[src/mbpc_pkg.sv]
// ----------------------------------------------------------------------------
// mbpc_pkg
// Shared types, codes and constants of the media button press classifier.
// ----------------------------------------------------------------------------
package mbpc_pkg;

    localparam int COUNT_WIDTH_DEF = 16;
    localparam int NUM_BTN         = 5;

    // Button lanes, in order
    localparam int KEY_UP     = 0;
    localparam int KEY_DOWN   = 1;
    localparam int KEY_RIGHT  = 2;
    localparam int KEY_LEFT   = 3;
    localparam int KEY_SELECT = 4;

    // Input actions
    localparam logic [1:0] ACT_STATUS  = 2'd0;
    localparam logic [1:0] ACT_TICK    = 2'd1;
    localparam logic [1:0] ACT_CONSUME = 2'd2;

    // Configuration register indexes
    localparam logic [1:0] REG_ENABLE  = 2'd0;
    localparam logic [1:0] REG_SHORT   = 2'd1;
    localparam logic [1:0] REG_LONG    = 2'd2;
    localparam logic [1:0] REG_TIMEOUT = 2'd3;

    // Modes
    localparam logic [2:0] MODE_OTHER     = 3'd0;
    localparam logic [2:0] MODE_PLAYING   = 3'd1;
    localparam logic [2:0] MODE_PAUSED    = 3'd2;
    localparam logic [2:0] MODE_RING      = 3'd3;
    localparam logic [2:0] MODE_CALL_END  = 3'd4;
    localparam logic [2:0] MODE_RESERVED  = 3'd6;

    // Commands
    localparam logic [1:0] VOL_NONE     = 2'd0;
    localparam logic [1:0] VOL_UP       = 2'd1;
    localparam logic [1:0] VOL_DOWN     = 2'd2;
    localparam logic [2:0] MUS_NONE     = 3'd0;
    localparam logic [2:0] MUS_NEXT     = 3'd1;
    localparam logic [2:0] MUS_PREV     = 3'd2;
    localparam logic [2:0] MUS_PLAY     = 3'd3;
    localparam logic [2:0] MUS_PAUSE    = 3'd4;
    localparam logic [1:0] CALL_NONE    = 2'd0;
    localparam logic [1:0] CALL_ANSWER  = 2'd1;
    localparam logic [1:0] CALL_DECLINE = 2'd2;

    // Reset values of the configuration registers
    localparam logic [7:0]  SHORT_RESET   = 8'd10;
    localparam logic [15:0] LONG_RESET    = 16'd100;
    localparam logic [7:0]  TIMEOUT_RESET = 8'd5;

    typedef enum logic [1:0] {
        CLS_NONE  = 2'd0,
        CLS_SHORT = 2'd1,
        CLS_HIT   = 2'd2,
        CLS_LONG  = 2'd3
    } press_class_t;

    typedef enum logic [1:0] {
        LVL_REL     = 2'd0,
        LVL_PRESS   = 2'd1,
        LVL_UNKNOWN = 2'd2
    } level_t;

    // Per-lane control from the top level
    typedef struct packed {
        logic clear_all;
        logic load_level;
        logic level_bit;
        logic advance;
        logic clear_press;
        logic consume;
    } lane_ctrl_t;

    // Per-lane report after the tick advance
    typedef struct packed {
        logic         pressed;
        press_class_t cls;
    } lane_stat_t;

    // Merged result of one tick
    typedef struct packed {
        logic [1:0]         vol;
        logic [2:0]         music;
        logic [1:0]         call;
        logic [NUM_BTN-1:0] consume;
        logic               multi_press;
    } merge_out_t;

endpackage

[src/mbpc_lane.sv]
// ----------------------------------------------------------------------------
// mbpc_lane
// One button: level, press counter and press class, advanced once per tick.
// ----------------------------------------------------------------------------
module mbpc_lane
    import mbpc_pkg::*;
#(
    parameter int COUNT_WIDTH = COUNT_WIDTH_DEF
)
(
    input  logic        clk,
    input  logic        rst_n,
    input  lane_ctrl_t  ctrl,
    input  logic [7:0]  short_count,
    input  logic [15:0] long_count,
    output lane_stat_t  stat
);

    localparam logic [COUNT_WIDTH-1:0] SAT = {{(COUNT_WIDTH-1){1'b1}}, 1'b0};

    logic [COUNT_WIDTH-1:0] count_reg, count_next, adv_count, count_inc;
    press_class_t           class_reg, class_next, adv_class;
    level_t                 level_reg, level_next;
    logic                   pressed;

    always_comb
    begin
        count_inc = count_reg + COUNT_WIDTH'(1);
        adv_count = count_reg;
        adv_class = class_reg;
        pressed   = 1'b0;
        unique case (level_reg)
            LVL_PRESS:
            begin
                pressed = 1'b1;
                if (count_inc >= SAT)
                begin
                    adv_count = SAT;
                    adv_class = CLS_NONE;
                end
                else
                begin
                    adv_count = count_inc;
                    if (count_inc == COUNT_WIDTH'(short_count))
                        adv_class = CLS_SHORT;
                    else if (16'(count_inc) == long_count)
                        adv_class = CLS_LONG;
                end
            end
            LVL_REL:
            begin
                adv_count = '0;
                adv_class = (class_reg == CLS_SHORT) ? CLS_HIT : CLS_NONE;
            end
            default:
            begin
                adv_count = SAT;
                adv_class = CLS_NONE;
            end
        endcase
    end

    assign stat.pressed = pressed;
    assign stat.cls     = adv_class;

    always_comb
    begin
        count_next = count_reg;
        class_next = class_reg;
        level_next = level_reg;
        priority if (ctrl.clear_all)
        begin
            count_next = SAT;
            class_next = CLS_NONE;
            level_next = LVL_UNKNOWN;
        end
        else if (ctrl.load_level)
        begin
            level_next = ctrl.level_bit ? LVL_PRESS : LVL_REL;
        end
        else if (ctrl.advance)
        begin
            if (ctrl.clear_press)
            begin
                count_next = SAT;
                class_next = CLS_NONE;
            end
            else
            begin
                count_next = adv_count;
                class_next = ctrl.consume ? CLS_NONE : adv_class;
            end
        end
    end

    always_ff @(posedge clk or negedge rst_n)
    begin
        if (!rst_n)
        begin
            count_reg <= SAT;
            class_reg <= CLS_NONE;
            level_reg <= LVL_UNKNOWN;
        end
        else
        begin
            count_reg <= count_next;
            class_reg <= class_next;
            level_reg <= level_next;
        end
    end

endmodule

[src/mbpc_merge.sv]
// ----------------------------------------------------------------------------
// mbpc_merge
// Combines the lane classes into at most one command per tick by mode.
// ----------------------------------------------------------------------------
module mbpc_merge
    import mbpc_pkg::*;
(
    input  logic [2:0]           mode_seen,
    input  lane_stat_t [NUM_BTN-1:0] stat,
    output merge_out_t           result
);

    logic [NUM_BTN-1:0] hit, lng;
    logic [6:0]         ev;
    logic [2:0]         ev_cnt;
    logic [2:0]         press_cnt;

    always_comb
    begin
        for (int i = 0; i < NUM_BTN; i++)
        begin
            hit[i] = (stat[i].cls == CLS_HIT);
            lng[i] = (stat[i].cls == CLS_LONG);
        end

        press_cnt = '0;
        for (int i = 0; i < NUM_BTN; i++)
            press_cnt = press_cnt + 3'(stat[i].pressed);

        ev = {hit[KEY_RIGHT], hit[KEY_LEFT], hit[KEY_SELECT],
              lng[KEY_DOWN], hit[KEY_DOWN], lng[KEY_UP], hit[KEY_UP]};
        ev_cnt = '0;
        for (int i = 0; i < 7; i++)
            ev_cnt = ev_cnt + 3'(ev[i]);

        result.vol         = VOL_NONE;
        result.music       = MUS_NONE;
        result.call        = CALL_NONE;
        result.consume     = '0;
        result.multi_press = (press_cnt > 3'd1);

        unique case (mode_seen)
            MODE_PLAYING, MODE_PAUSED:
            begin
                result.consume = hit | lng;
                // drop all commands when more than one command arises
                if (ev_cnt == 3'd1)
                begin
                    if (hit[KEY_UP])
                        result.vol = VOL_UP;
                    else if (hit[KEY_DOWN])
                        result.vol = VOL_DOWN;

                    if (lng[KEY_UP] || hit[KEY_RIGHT])
                        result.music = MUS_NEXT;
                    else if (lng[KEY_DOWN] || hit[KEY_LEFT])
                        result.music = MUS_PREV;
                    else if (hit[KEY_SELECT])
                        result.music = (mode_seen == MODE_PLAYING) ? MUS_PAUSE : MUS_PLAY;
                end
            end
            MODE_RING:
            begin
                result.consume[KEY_UP]   = hit[KEY_UP] | lng[KEY_UP];
                result.consume[KEY_DOWN] = hit[KEY_DOWN] | lng[KEY_DOWN];
                if (hit[KEY_UP] != hit[KEY_DOWN])
                    result.call = hit[KEY_UP] ? CALL_ANSWER : CALL_DECLINE;
            end
            MODE_CALL_END:
            begin
                result.consume[KEY_DOWN] = hit[KEY_DOWN] | lng[KEY_DOWN];
                if (hit[KEY_DOWN])
                    result.call = CALL_DECLINE;
            end
            default:
            begin
                result.consume = '0;
            end
        endcase
    end

endmodule

[src/media_button_press_classifier_unit.sv]
// ----------------------------------------------------------------------------
// media_button_press_classifier_unit
// Five-button short/long press classifier that latches media commands.
// ----------------------------------------------------------------------------
// Every transaction (status, tick or consume) gives exactly one result
// transaction, taken into the output register on the edge that accepts it, so
// one transaction per clock is sustained while the output side keeps tready
// high. Five button lanes advance in parallel on a tick and a merge stage maps
// their hits and long holds to commands. Results show the latched commands and
// the link state after the transaction. The user must make configuration
// writes only while no transaction is outstanding; the block does not enforce
// this. Writing block_enabled from 0 to 1 clears all press state.
module media_button_press_classifier_unit
    import mbpc_pkg::*;
#(
    parameter int COUNT_WIDTH = COUNT_WIDTH_DEF
)
(
    input  logic        clk,
    input  logic        rst_n,
    input  logic        s_axis_tvalid,
    output logic        s_axis_tready,
    // [1:0] action, [9:2] button_byte, [17:10] status_byte,
    // [20:18] consume_mask, [23:21] zero
    input  logic [23:0] s_axis_tdata,
    output logic        m_axis_tvalid,
    input  logic        m_axis_tready,
    // [1:0] volume_command, [4:2] music_command, [6:5] call_command,
    // [7] link_alive
    output logic [7:0]  m_axis_tdata,
    input  logic        cfg_we,
    input  logic [1:0]  cfg_index,
    input  logic [15:0] cfg_wdata
);

    logic [1:0] action;
    logic [7:0] button_byte, status_byte;
    logic [2:0] consume_mask;

    assign action       = s_axis_tdata[1:0];
    assign button_byte  = s_axis_tdata[9:2];
    assign status_byte  = s_axis_tdata[17:10];
    assign consume_mask = s_axis_tdata[20:18];

    logic        enable_reg;
    logic [7:0]  short_reg;
    logic [15:0] long_reg;
    logic [7:0]  timeout_reg;

    logic [2:0]  mode_now_reg, mode_now_next;
    logic [2:0]  mode_seen_reg, mode_seen_next;
    logic [7:0]  silence_reg, silence_next;
    logic [1:0]  held_vol_reg, held_vol_next;
    logic [2:0]  held_mus_reg, held_mus_next;
    logic [1:0]  held_call_reg, held_call_next;

    logic        m_valid_reg, m_valid_next;
    logic [7:0]  m_data_reg, m_data_next;

    logic        fire, tick_run, tick_zero, cfg_open, clear_all, clear_press;
    logic        status_load, consume_act;
    logic [3:0]  mode_raw;

    lane_ctrl_t [NUM_BTN-1:0] lane_ctrl;
    lane_stat_t [NUM_BTN-1:0] lane_stat;
    merge_out_t               merged;

    assign s_axis_tready = !m_valid_reg || m_axis_tready;
    assign fire          = s_axis_tvalid && s_axis_tready;

    assign tick_run    = fire && (action == ACT_TICK) && enable_reg && (silence_reg != 8'd0);
    assign tick_zero   = fire && (action == ACT_TICK) && enable_reg && (silence_reg == 8'd0);
    assign cfg_open    = cfg_we && (cfg_index == REG_ENABLE) && cfg_wdata[0] && !enable_reg;
    assign clear_all   = tick_zero || cfg_open;
    assign status_load = fire && (action == ACT_STATUS);
    assign consume_act = fire && (action == ACT_CONSUME);
    assign clear_press = (mode_seen_reg != mode_now_reg) || merged.multi_press;
    assign mode_raw    = status_byte[7:4];

    genvar g;
    generate
        for (g = 0; g < NUM_BTN; g++)
        begin : g_lane
            assign lane_ctrl[g].clear_all   = clear_all;
            assign lane_ctrl[g].load_level  = status_load;
            assign lane_ctrl[g].level_bit   = button_byte[7-g];
            assign lane_ctrl[g].advance     = tick_run;
            assign lane_ctrl[g].clear_press = clear_press;
            assign lane_ctrl[g].consume     = merged.consume[g];

            mbpc_lane #(
                .COUNT_WIDTH (COUNT_WIDTH)
            ) u_lane (
                .clk         (clk),
                .rst_n       (rst_n),
                .ctrl        (lane_ctrl[g]),
                .short_count (short_reg),
                .long_count  (long_reg),
                .stat        (lane_stat[g])
            );
        end
    endgenerate

    mbpc_merge u_merge (
        .mode_seen (mode_seen_reg),
        .stat      (lane_stat),
        .result    (merged)
    );

    always_comb
    begin
        silence_next   = silence_reg;
        mode_now_next  = mode_now_reg;
        mode_seen_next = mode_seen_reg;
        held_vol_next  = held_vol_reg;
        held_mus_next  = held_mus_reg;
        held_call_next = held_call_reg;

        priority if (clear_all)
        begin
            silence_next   = '0;
            mode_now_next  = MODE_OTHER;
            mode_seen_next = MODE_OTHER;
            held_vol_next  = VOL_NONE;
            held_mus_next  = MUS_NONE;
            held_call_next = CALL_NONE;
        end
        else if (status_load)
        begin
            silence_next  = timeout_reg;
            mode_now_next = (mode_raw >= 4'd6) ? MODE_RESERVED : mode_raw[2:0];
        end
        else if (tick_run)
        begin
            silence_next = silence_reg - 8'd1;
            if (clear_press)
            begin
                mode_seen_next = mode_now_reg;
                held_vol_next  = VOL_NONE;
                held_mus_next  = MUS_NONE;
                held_call_next = CALL_NONE;
            end
            else
            begin
                // latch a new command only into an empty slot
                if (held_vol_reg == VOL_NONE)
                    held_vol_next = merged.vol;
                if (held_mus_reg == MUS_NONE)
                    held_mus_next = merged.music;
                if (held_call_reg == CALL_NONE)
                    held_call_next = merged.call;
            end
        end
        else if (consume_act)
        begin
            if (consume_mask[0])
                held_vol_next = VOL_NONE;
            if (consume_mask[1])
                held_mus_next = MUS_NONE;
            if (consume_mask[2])
                held_call_next = CALL_NONE;
        end
    end

    always_comb
    begin
        m_data_next  = m_data_reg;
        m_valid_next = m_valid_reg;
        if (fire)
        begin
            m_valid_next = 1'b1;
            m_data_next  = {(silence_next != 8'd0), held_call_next, held_mus_next,
                            held_vol_next};
        end
        else if (m_axis_tready)
        begin
            m_valid_next = 1'b0;
        end
    end

    assign m_axis_tvalid = m_valid_reg;
    assign m_axis_tdata  = m_data_reg;

    always_ff @(posedge clk or negedge rst_n)
    begin
        if (!rst_n)
        begin
            enable_reg  <= 1'b0;
            short_reg   <= SHORT_RESET;
            long_reg    <= LONG_RESET;
            timeout_reg <= TIMEOUT_RESET;
        end
        else if (cfg_we)
        begin
            unique case (cfg_index)
                REG_ENABLE:  enable_reg  <= cfg_wdata[0];
                REG_SHORT:   short_reg   <= cfg_wdata[7:0];
                REG_LONG:    long_reg    <= cfg_wdata;
                REG_TIMEOUT: timeout_reg <= cfg_wdata[7:0];
                default:     enable_reg  <= enable_reg;
            endcase
        end
    end

    always_ff @(posedge clk or negedge rst_n)
    begin
        if (!rst_n)
        begin
            silence_reg   <= '0;
            mode_now_reg  <= MODE_OTHER;
            mode_seen_reg <= MODE_OTHER;
            held_vol_reg  <= VOL_NONE;
            held_mus_reg  <= MUS_NONE;
            held_call_reg <= CALL_NONE;
            m_valid_reg   <= 1'b0;
        end
        else
        begin
            silence_reg   <= silence_next;
            mode_now_reg  <= mode_now_next;
            mode_seen_reg <= mode_seen_next;
            held_vol_reg  <= held_vol_next;
            held_mus_reg  <= held_mus_next;
            held_call_reg <= held_call_next;
            m_valid_reg   <= m_valid_next;
        end
    end

    always_ff @(posedge clk)
    begin
        m_data_reg <= m_data_next;
    end

    // An empty output register must never stall the input side
    a_ready_when_empty: assert property (@(posedge clk) disable iff (!rst_n)
        !m_valid_reg |-> s_axis_tready)
        else $error("input stalled with empty output register");

    // The result of a transaction reports the link state it left behind
    a_alive_matches: assert property (@(posedge clk) disable iff (!rst_n)
        fire |=> m_axis_tdata[7] == (silence_reg != 8'd0))
        else $error("link_alive does not match silence timer");

    // A tick on an expired link clears mode and all held commands
    a_expire_clears: assert property (@(posedge clk) disable iff (!rst_n)
        tick_zero |=> (mode_seen_reg == MODE_OTHER) && (held_vol_reg == VOL_NONE)
                      && (held_mus_reg == MUS_NONE) && (held_call_reg == CALL_NONE))
        else $error("expired tick left state behind");

    // Held commands stay within their code sets
    a_held_range: assert property (@(posedge clk) disable iff (!rst_n)
        (held_vol_reg != 2'd3) && (held_call_reg != 2'd3) && (held_mus_reg <= MUS_PAUSE))
        else $error("held command out of range");

endmodule
[config.mk]
export PLATFORM = sky130hd
export DESIGN_NAME = media_button_press_classifier_unit
export DESIGN_NICKNAME = d
export VERILOG_FILES = /design/src/mbpc_pkg.sv /design/src/mbpc_lane.sv /design/src/mbpc_merge.sv /design/src/media_button_press_classifier_unit.sv
export SDC_FILE = /design/constraint.sdc
export NUM_CORES = 1
export LEC_CHECK = 0
export ABC_AREA = 1
export BUFFER_PORTS_ARGS = -buffer_cell sky130_fd_sc_hd__buf_2
export CAP_MARGIN = 20
export CORE_MARGIN = 5
export CORE_UTILIZATION = 45
export CTS_CLUSTER_DIAMETER = 100
export DETAILED_ROUTE_END_ITERATION = 7
export HOLD_SLACK_MARGIN = 0.12
export PLACE_DENSITY = 0.6
export SYNTH_ARGS = -nofsm -noshare
export SYNTH_HDL_FRONTEND = slang
export SYNTH_SLANG_ARGS = --single-unit
[constraint.sdc]
create_clock -name clk -period 7.2 [get_ports clk]
set_input_delay 1.08 -clock clk [delete_from_list [all_inputs] [get_ports clk]]
set_output_delay 1.08 -clock clk [all_outputs]
set_load 0.01 [all_outputs]
* After elaboration in Yosys (flattened, before gate mapping) *
Cells that the tools add are included.

storage, ports and cells
  output and inout port bits = 10
  word-level logic and storage cells = 285
  flip-flop bits (word level) = 163

operators by class
  muxes and demuxes = 147
  bitwise gates (word level) = 3
  magnitude comparators = 7
  add/subtract/negate cells = 16
  eq/ne operators = 43
  reductions and logical operators = 42

operators by type and width
  cell                                              count
  two-way mux 16 bit                                25
  one-hot mux 16 bit (2 select lines)               5
  two-way mux 2 bit                                 73
  adder 16 x 1 -> 16 bit, second input constant     5
  == test 16 bit                                    5
  == test 16 x 8 -> 1 bit                           5
  >= comparator 16 bit, second input constant       5
  two-way mux 3 bit                                 19
  == test 2 bit, second input constant              13
  adder 3 x 1 -> 3 bit                              8
  == test 2 x 1 -> 1 bit, second input constant     12
  two-way mux 8 bit                                 3
  one-hot mux 2 bit (2 select lines)                6
  logical NOT 2 bit                                 9
  nonzero test 8 bit                                2
  two-way mux 1 bit                                 12
  logical AND 1 bit                                 10
  two-way mux 5 bit                                 2
  AND reduction 2 bit                               5
  logical NOT 8 bit                                 1
  nonzero test 2 bit                                4
  subtractor 8 x 1 -> 8 bit, second input constant  1
  == test 3 x 1 -> 1 bit, second input constant     2
  == test 3 x 2 -> 1 bit, second input constant     2
  15 further kinds                                  24

* Longest topological paths before layout *
  depth in word-level cells = 21
  gate-level depth with buffers = 33
  depth with buffers taken out = 33

* Hierarchy *
From an unflattened synthesis, not the netlist that was laid out.

unflattened totals
  cells, all modules = 2055
  area total of the unflattened synthesis = 13345.3 sq um

by module, submodules not included
  module                              sequential area each (sq um)  cells each  area each (sq um)  instances
  mbpc_lane                           520.5                         330         1988.2             5
  media_button_press_classifier_unit  1625.3                        335         2945.3             1
  mbpc_merge                          0.0                           70          459.2              1

* Worst setup path after synthesis *
No wires, ideal clock.

  path type = register -> register
  from = register g_lane[0].u_lane.count_reg[1]
  to = register m_data_reg[4], in the netlist m_axis_tdata[4], data pin
  buffers on the path = 0
  arrival time = 4.802 ns
  setup slack = 2.238 ns
  stages on the path, launching flop included = 33
  period minus slack after synthesis = 4.962 ns
  data required time = 7.040 ns
  library setup time = 0.160 ns
  cells stage by stage = dfstp_2 > ha_1 > nand2_2 > nor2_4 > nand2_1 > nand2_1 > nand2_1 > nor2_1 > nand3_1 > nor2_1 > nand3_1 > nand2_1 > inv_1 > nand3_1 > nand2_2 > nand2_2 > inv_1 > ha_1 > fa_1 > fa_1 > ha_1 > fa_1 > nand2_1 > nand2_1 > nor3_1 > nand2_1 > nor4_1 > nand3_1 > nor2_1 > nand2_1 > nand2_1 > a21oi_1 > nor3_2

on the way
  cells in the longest elaborated chain, start to end = 21

ends and longest elaborated chain
  what                                                                          RTL line                                   RTL
  start: declaration                                                            mbpc_lane.sv:21                            logic [COUNT_WIDTH-1:0] count_reg, count_next, adv_count, count_inc;
  start signal: assignment                                                      mbpc_lane.sv:106                           count_reg <= count_next;
  adder 16 x 1 -> 16 bit *                                                      mbpc_lane.sv:28                            count_inc = count_reg + COUNT_WIDTH'(1);
  parallel branches: the longest is 3 deep, another holds >= comparator 16 bit  --
  two-way mux 2 bit *                                                           mbpc_lane.sv:36                            if (count_inc >= SAT)
  one-hot mux 2 bit (2 select lines) *                                          mbpc_lane.sv:32                            unique case (level_reg)
  == test 2 bit (on tied branches)                                              mbpc_merge.sv:22, mbpc_merge.sv:23
  adder 1 x 1 -> 2 bit                                                          mbpc_merge.sv:34                           ev_cnt = ev_cnt + 3'(ev[i]);
  adder 3 x 1 -> 3 bit (5 in a row)                                             mbpc_merge.sv:34
  == test 3 x 1 -> 1 bit                                                        mbpc_merge.sv:47                           if (ev_cnt == 3'd1)
  two-way mux 5 bit *                                                           mbpc_merge.sv:47
  two-way mux 5 bit *                                                           mbpc_merge.sv:42                           unique case (mode_seen)
  two-way mux 3 bit *                                                           media_button_press_classifier_unit.sv:148  if (held_mus_reg == MUS_NONE)
  two-way mux 3 bit *                                                           media_button_press_classifier_unit.sv:136  if (clear_press)
  two-way mux 3 bit *                                                           media_button_press_classifier_unit.sv:133  else if (tick_run)
  two-way mux 3 bit *                                                           media_button_press_classifier_unit.sv:128  else if (status_load)
  two-way mux 3 bit *                                                           media_button_press_classifier_unit.sv:119  priority if (clear_all)
  named net held_mus_next[2]                                                    media_button_press_classifier_unit.sv:54   logic [2:0] held_mus_reg, held_mus_next;
  end signal: assignment                                                        media_button_press_classifier_unit.sv:231  m_data_reg <= m_data_next;
  end: declaration                                                              media_button_press_classifier_unit.sv:58   logic [7:0] m_data_reg, m_data_next;

Mark *: on every way through the listed nets, which the timed path passes.
A chain may end at the register's enable or synchronous reset.

* Final worst setup path *
Same ends and word-level chain as after synthesis.

==> qor.txt <==
Core utilization of the finished layout: 0.505
Vias per Instance: 5.54
Routability congestion estimate from global placement: 0.959
Path type of the worst min-delay path: reg -> reg
Floorplan die height: 175 um
Number of filler cells placed in the layout: 2,784
Number of maximum-capacitance violations: 0
Remaining antenna violation count after routing: 0
Mapped Avg Cell Area: 6.41 um2
CTS resizes: 0
Share of post-route cells with drive strength above 1: 0.128
Leakage power summed over all cells: 7.32 nW
Ratio of final minimum period to clock period: 0.794
Average wire length per cell after detail routing: 18.7 um
Worst setup SP type: register
Switch share: 0.492
TritonRoute pass-1 iters: 5
Power share of the combinational group: 0.475
Quantity of hold-fixing buffers added after cts: 0
Final critical path time including I/O delays and setup: 5720 ps
Upper clock frequency limit: 0.175 GHz
Cell area after technology mapping: 0.0123 mm2
CTS tree: done
Hpwl dp: 31.4 mm
Remaining routing DRC violations: 0
Max-slew violations: 0
Clock Skew: 20.8 ps
Number of different library cells in the post-synthesis netlist: 44
Element type at the critical path end: register
Area growth, synth to finish: 10.6%
Number of DRC violations after detailed-routing iteration 0: 1,123
Cell with the biggest individual delay on the critical path: sky130_fd_sc_hd__dfstp_2
Effective utilization at floorplan: 0.456
Global routing usage summed across all routing layers: 0.280
Number of CTS-inserted buffers: 17
Proportion of power drawn by flip-flops and latches: 0.318
Count of clock tree sinks: 159
Final-stage net count: 2,027
Number of synthesized register bits: 159
Quantity of I/O buffers inserted on ports: 46
Cell count after synthesis: 1,913
Wire length of the first global-routing pass: 66.8 mm
Pin count of the biggest net entering global routing: 80
Internal portion of total power: 2.40 mW
Post-route setup TNS: 0 ps
Root buffer selected by CTS: sky130_fd_sc_hd__clkbuf_16
Skew-Pair Late Insertion Delay: 450 ps
Final Cell Area: 0.0136 mm2
Die extent in x: 175 um
Final Hold Fails: 0
Number of warnings reported in the yosys synthesis log: 0
Via count of the first global-routing pass: 11,900
Type of the setup path with the least slack: reg -> reg
Top-level port count: 57
Worst Path Arrival: 5990 ps
Rel. slew slack: 0.343
Total placed instance area: 0.0129 mm2
Net count after synthesis: 1,981
Deepest level of the CTS H-tree: 4
Largest register FFs: 80
Sequential-to-total area share from yosys stat: 0.336
N_diodes: 0
Power share of the clock group: 0.208
Total via count after detailed routing: 12,800
Maximum fanout along the worst path: 6
Worst stage delay on the critical path: 560 ps
Net Switching: 2.32 mW
Number of rows created at floorplan: 60
Worst vdd ir: 0.157 mV
Number of antenna violations at the first check in global routing: 0
Wire length reported by the detailed router: 43.3 mm
Dominant cell type by count on the critical path: sky130_fd_sc_hd__nand2_1
Clk slew on worst S/H paths: 80 ps
CTS max path bufs: 2
Floorplan Core Area: 0.0269 mm2
Setup repair after global routing missed its margin: false
Area enclosed by the die boundary: 0.0307 mm2
Number of buffers inserted to repair setup after CTS: 0
Final Setup Violations: 0
Transition time at the pin with the least slew margin: 985 ps
Status: complete, no violations
Required @ worst endpoint: 7470 ps
Total grt overflow: 0
Pwr Density: 348 mW/mm2
[layer usage]
layer	vias up	wire, um	global-route usage
li1	6262	-	-
met1	5941	18100	0.365
met2	514	19800	0.462
met3	103	3480	0.0526
met4	0	1970	0.112
met5	-	0	0
[logic make-up (layout without fill, tap and decap cells)]
kind of cell | count (synthesis) | after routing | synth area share
simple gates | 1147 | 1147 | 0.406
buf+inv | 300 | 359 | 0.0932
compound gates | 259 | 259 | 0.117
flops | 159 | 159 | 0.336
xor+xnor | 27 | 27 | 0.0238
fa+ha+maj | 21 | 21 | 0.0245
[worst max-delay path: cells and delay by family (launching register included)]
kind                       cells  cell delay, ps
and+or+nand+nor               23            2680
AOI/OAI and AO/OA              1              60
buffers and inverters          2             120
adders and majority gates      6            2150
DFF                            1             560
[synthesized netlist by cell type, drive strengths merged]
| library cell | n | area [um2] |
|---|---|---|
| nand2 | 637 | 2450 |
| inv | 263 | 987 |
| nor2 | 238 | 1010 |
| nand3 | 187 | 961 |
| o21ai | 135 | 694 |
| dfstp | 83 | 2180 |
| a21oi | 77 | 389 |
| dfrtp | 68 | 1700 |
| nand4 | 46 | 288 |
| clkbuf | 25 | 93.8 |
| ha | 16 | 200 |
| a22oi | 15 | 113 |
| nor3 | 15 | 85.1 |
| xor2 | 13 | 114 |
| buf | 12 | 62.6 |
| nand3b | 11 | 82.6 |
| xnor2 | 10 | 87.6 |
| a31oi | 8 | 50.1 |
| edfxtp | 8 | 240 |
| nor4 | 8 | 62.6 |
| o22ai | 8 | 50.1 |
| o21bai | 6 | 45.0 |
| fa | 5 | 100 |
| xnor3 | 4 | 90.1 |
| a32o | 3 | 30.0 |
| a22o | 2 | 17.5 |
| a32oi | 2 | 17.5 |
| and3 | 2 | 12.5 |
| o32ai | 2 | 17.5 |
| and2 | 1 | 6.26 |
| nor3b | 1 | 7.51 |
| o31ai | 1 | 7.51 |
| or2 | 1 | 6.26 |
[cell usage in the layout, fill, tap and decap left out, types with 13 or more instances in the layout]
| cell type | n |
|---|---|
| sky130_fd_sc_hd__clkbuf_16 | 18 |
| sky130_fd_sc_hd__dfstp_2 | 83 |
| sky130_fd_sc_hd__ha_1 | 16 |
| sky130_fd_sc_hd__o21ai_0 | 123 |
| sky130_fd_sc_hd__nand2_2 | 24 |
| sky130_fd_sc_hd__dfrtp_1 | 68 |
| sky130_fd_sc_hd__inv_1 | 255 |
| sky130_fd_sc_hd__nor2_2 | 15 |
| sky130_fd_sc_hd__a21oi_1 | 76 |
| sky130_fd_sc_hd__buf_2 | 45 |
| sky130_fd_sc_hd__nor2_1 | 212 |
| sky130_fd_sc_hd__nor3_1 | 13 |
| sky130_fd_sc_hd__nand4_1 | 46 |
| sky130_fd_sc_hd__buf_4 | 16 |
| sky130_fd_sc_hd__a22oi_1 | 15 |
| sky130_fd_sc_hd__nand2_1 | 613 |
| sky130_fd_sc_hd__nand3_1 | 182 |
| sky130_fd_sc_hd__xor2_1 | 13 |
[area by class of cell]
cell class                 count  area [um2]  share of cell area
timing repair buffer          64         395              0.0291
inverter                     263         987              0.0727
multi-input combinational   1454        7010               0.516
tap                          341         427              0.0314
sequential                   159        4120               0.304
clock inverter                14         180              0.0133
clock buffer                  18         450              0.0332
[metrics by stage]
stage	cells	setup WS (ps)	power, mW	hold slack [ps]
after detailed placement	2279	1500	3.70	476
after global routing	2313	974	5.09	517
after global placement	2279	1530	3.68	473
after floorplan	1913	2240	3.06	453
after CTS	2311	1490	4.69	497
final	2313	1480	4.73	498
[worst paths after layout]
| path | startpoint | to | slack (ps) | cells past startpoint |
|---|---|---|---|---|
| setup / recovery | g_lane[0].u_lane.count_reg[1] | m_axis_tdata[4] | 1480 | 32 |
| hold / removal | timeout_reg[4] | timeout_reg[4] | 500 | 2 |
| setup reg to reg | g_lane[0].u_lane.count_reg[1] | m_axis_tdata[4] | 1480 | 32 |
| hold reg to reg | timeout_reg[4] | timeout_reg[4] | 500 | 2 |
| max in group asynchronous | rst_n | g_lane[2].u_lane.count_reg[1] | 5260 | 3 |
| min in group asynchronous | rst_n | timeout_reg[5] | 670 | 1 |
[power groups by stage]
stage | clock [mW] | combinational [mW] | sequential, mW
6_report | 0.981 | 2.24 | 1.50
5_1_grt | 1.03 | 2.53 | 1.53
4_1_cts | 0.991 | 2.21 | 1.49
3_5_place_dp | 0 | 2.20 | 1.50
3_3_place_gp | 0 | 2.17 | 1.50
2_1_floorplan | 0 | 1.68 | 1.38
(Power assumes the default switching activity.)
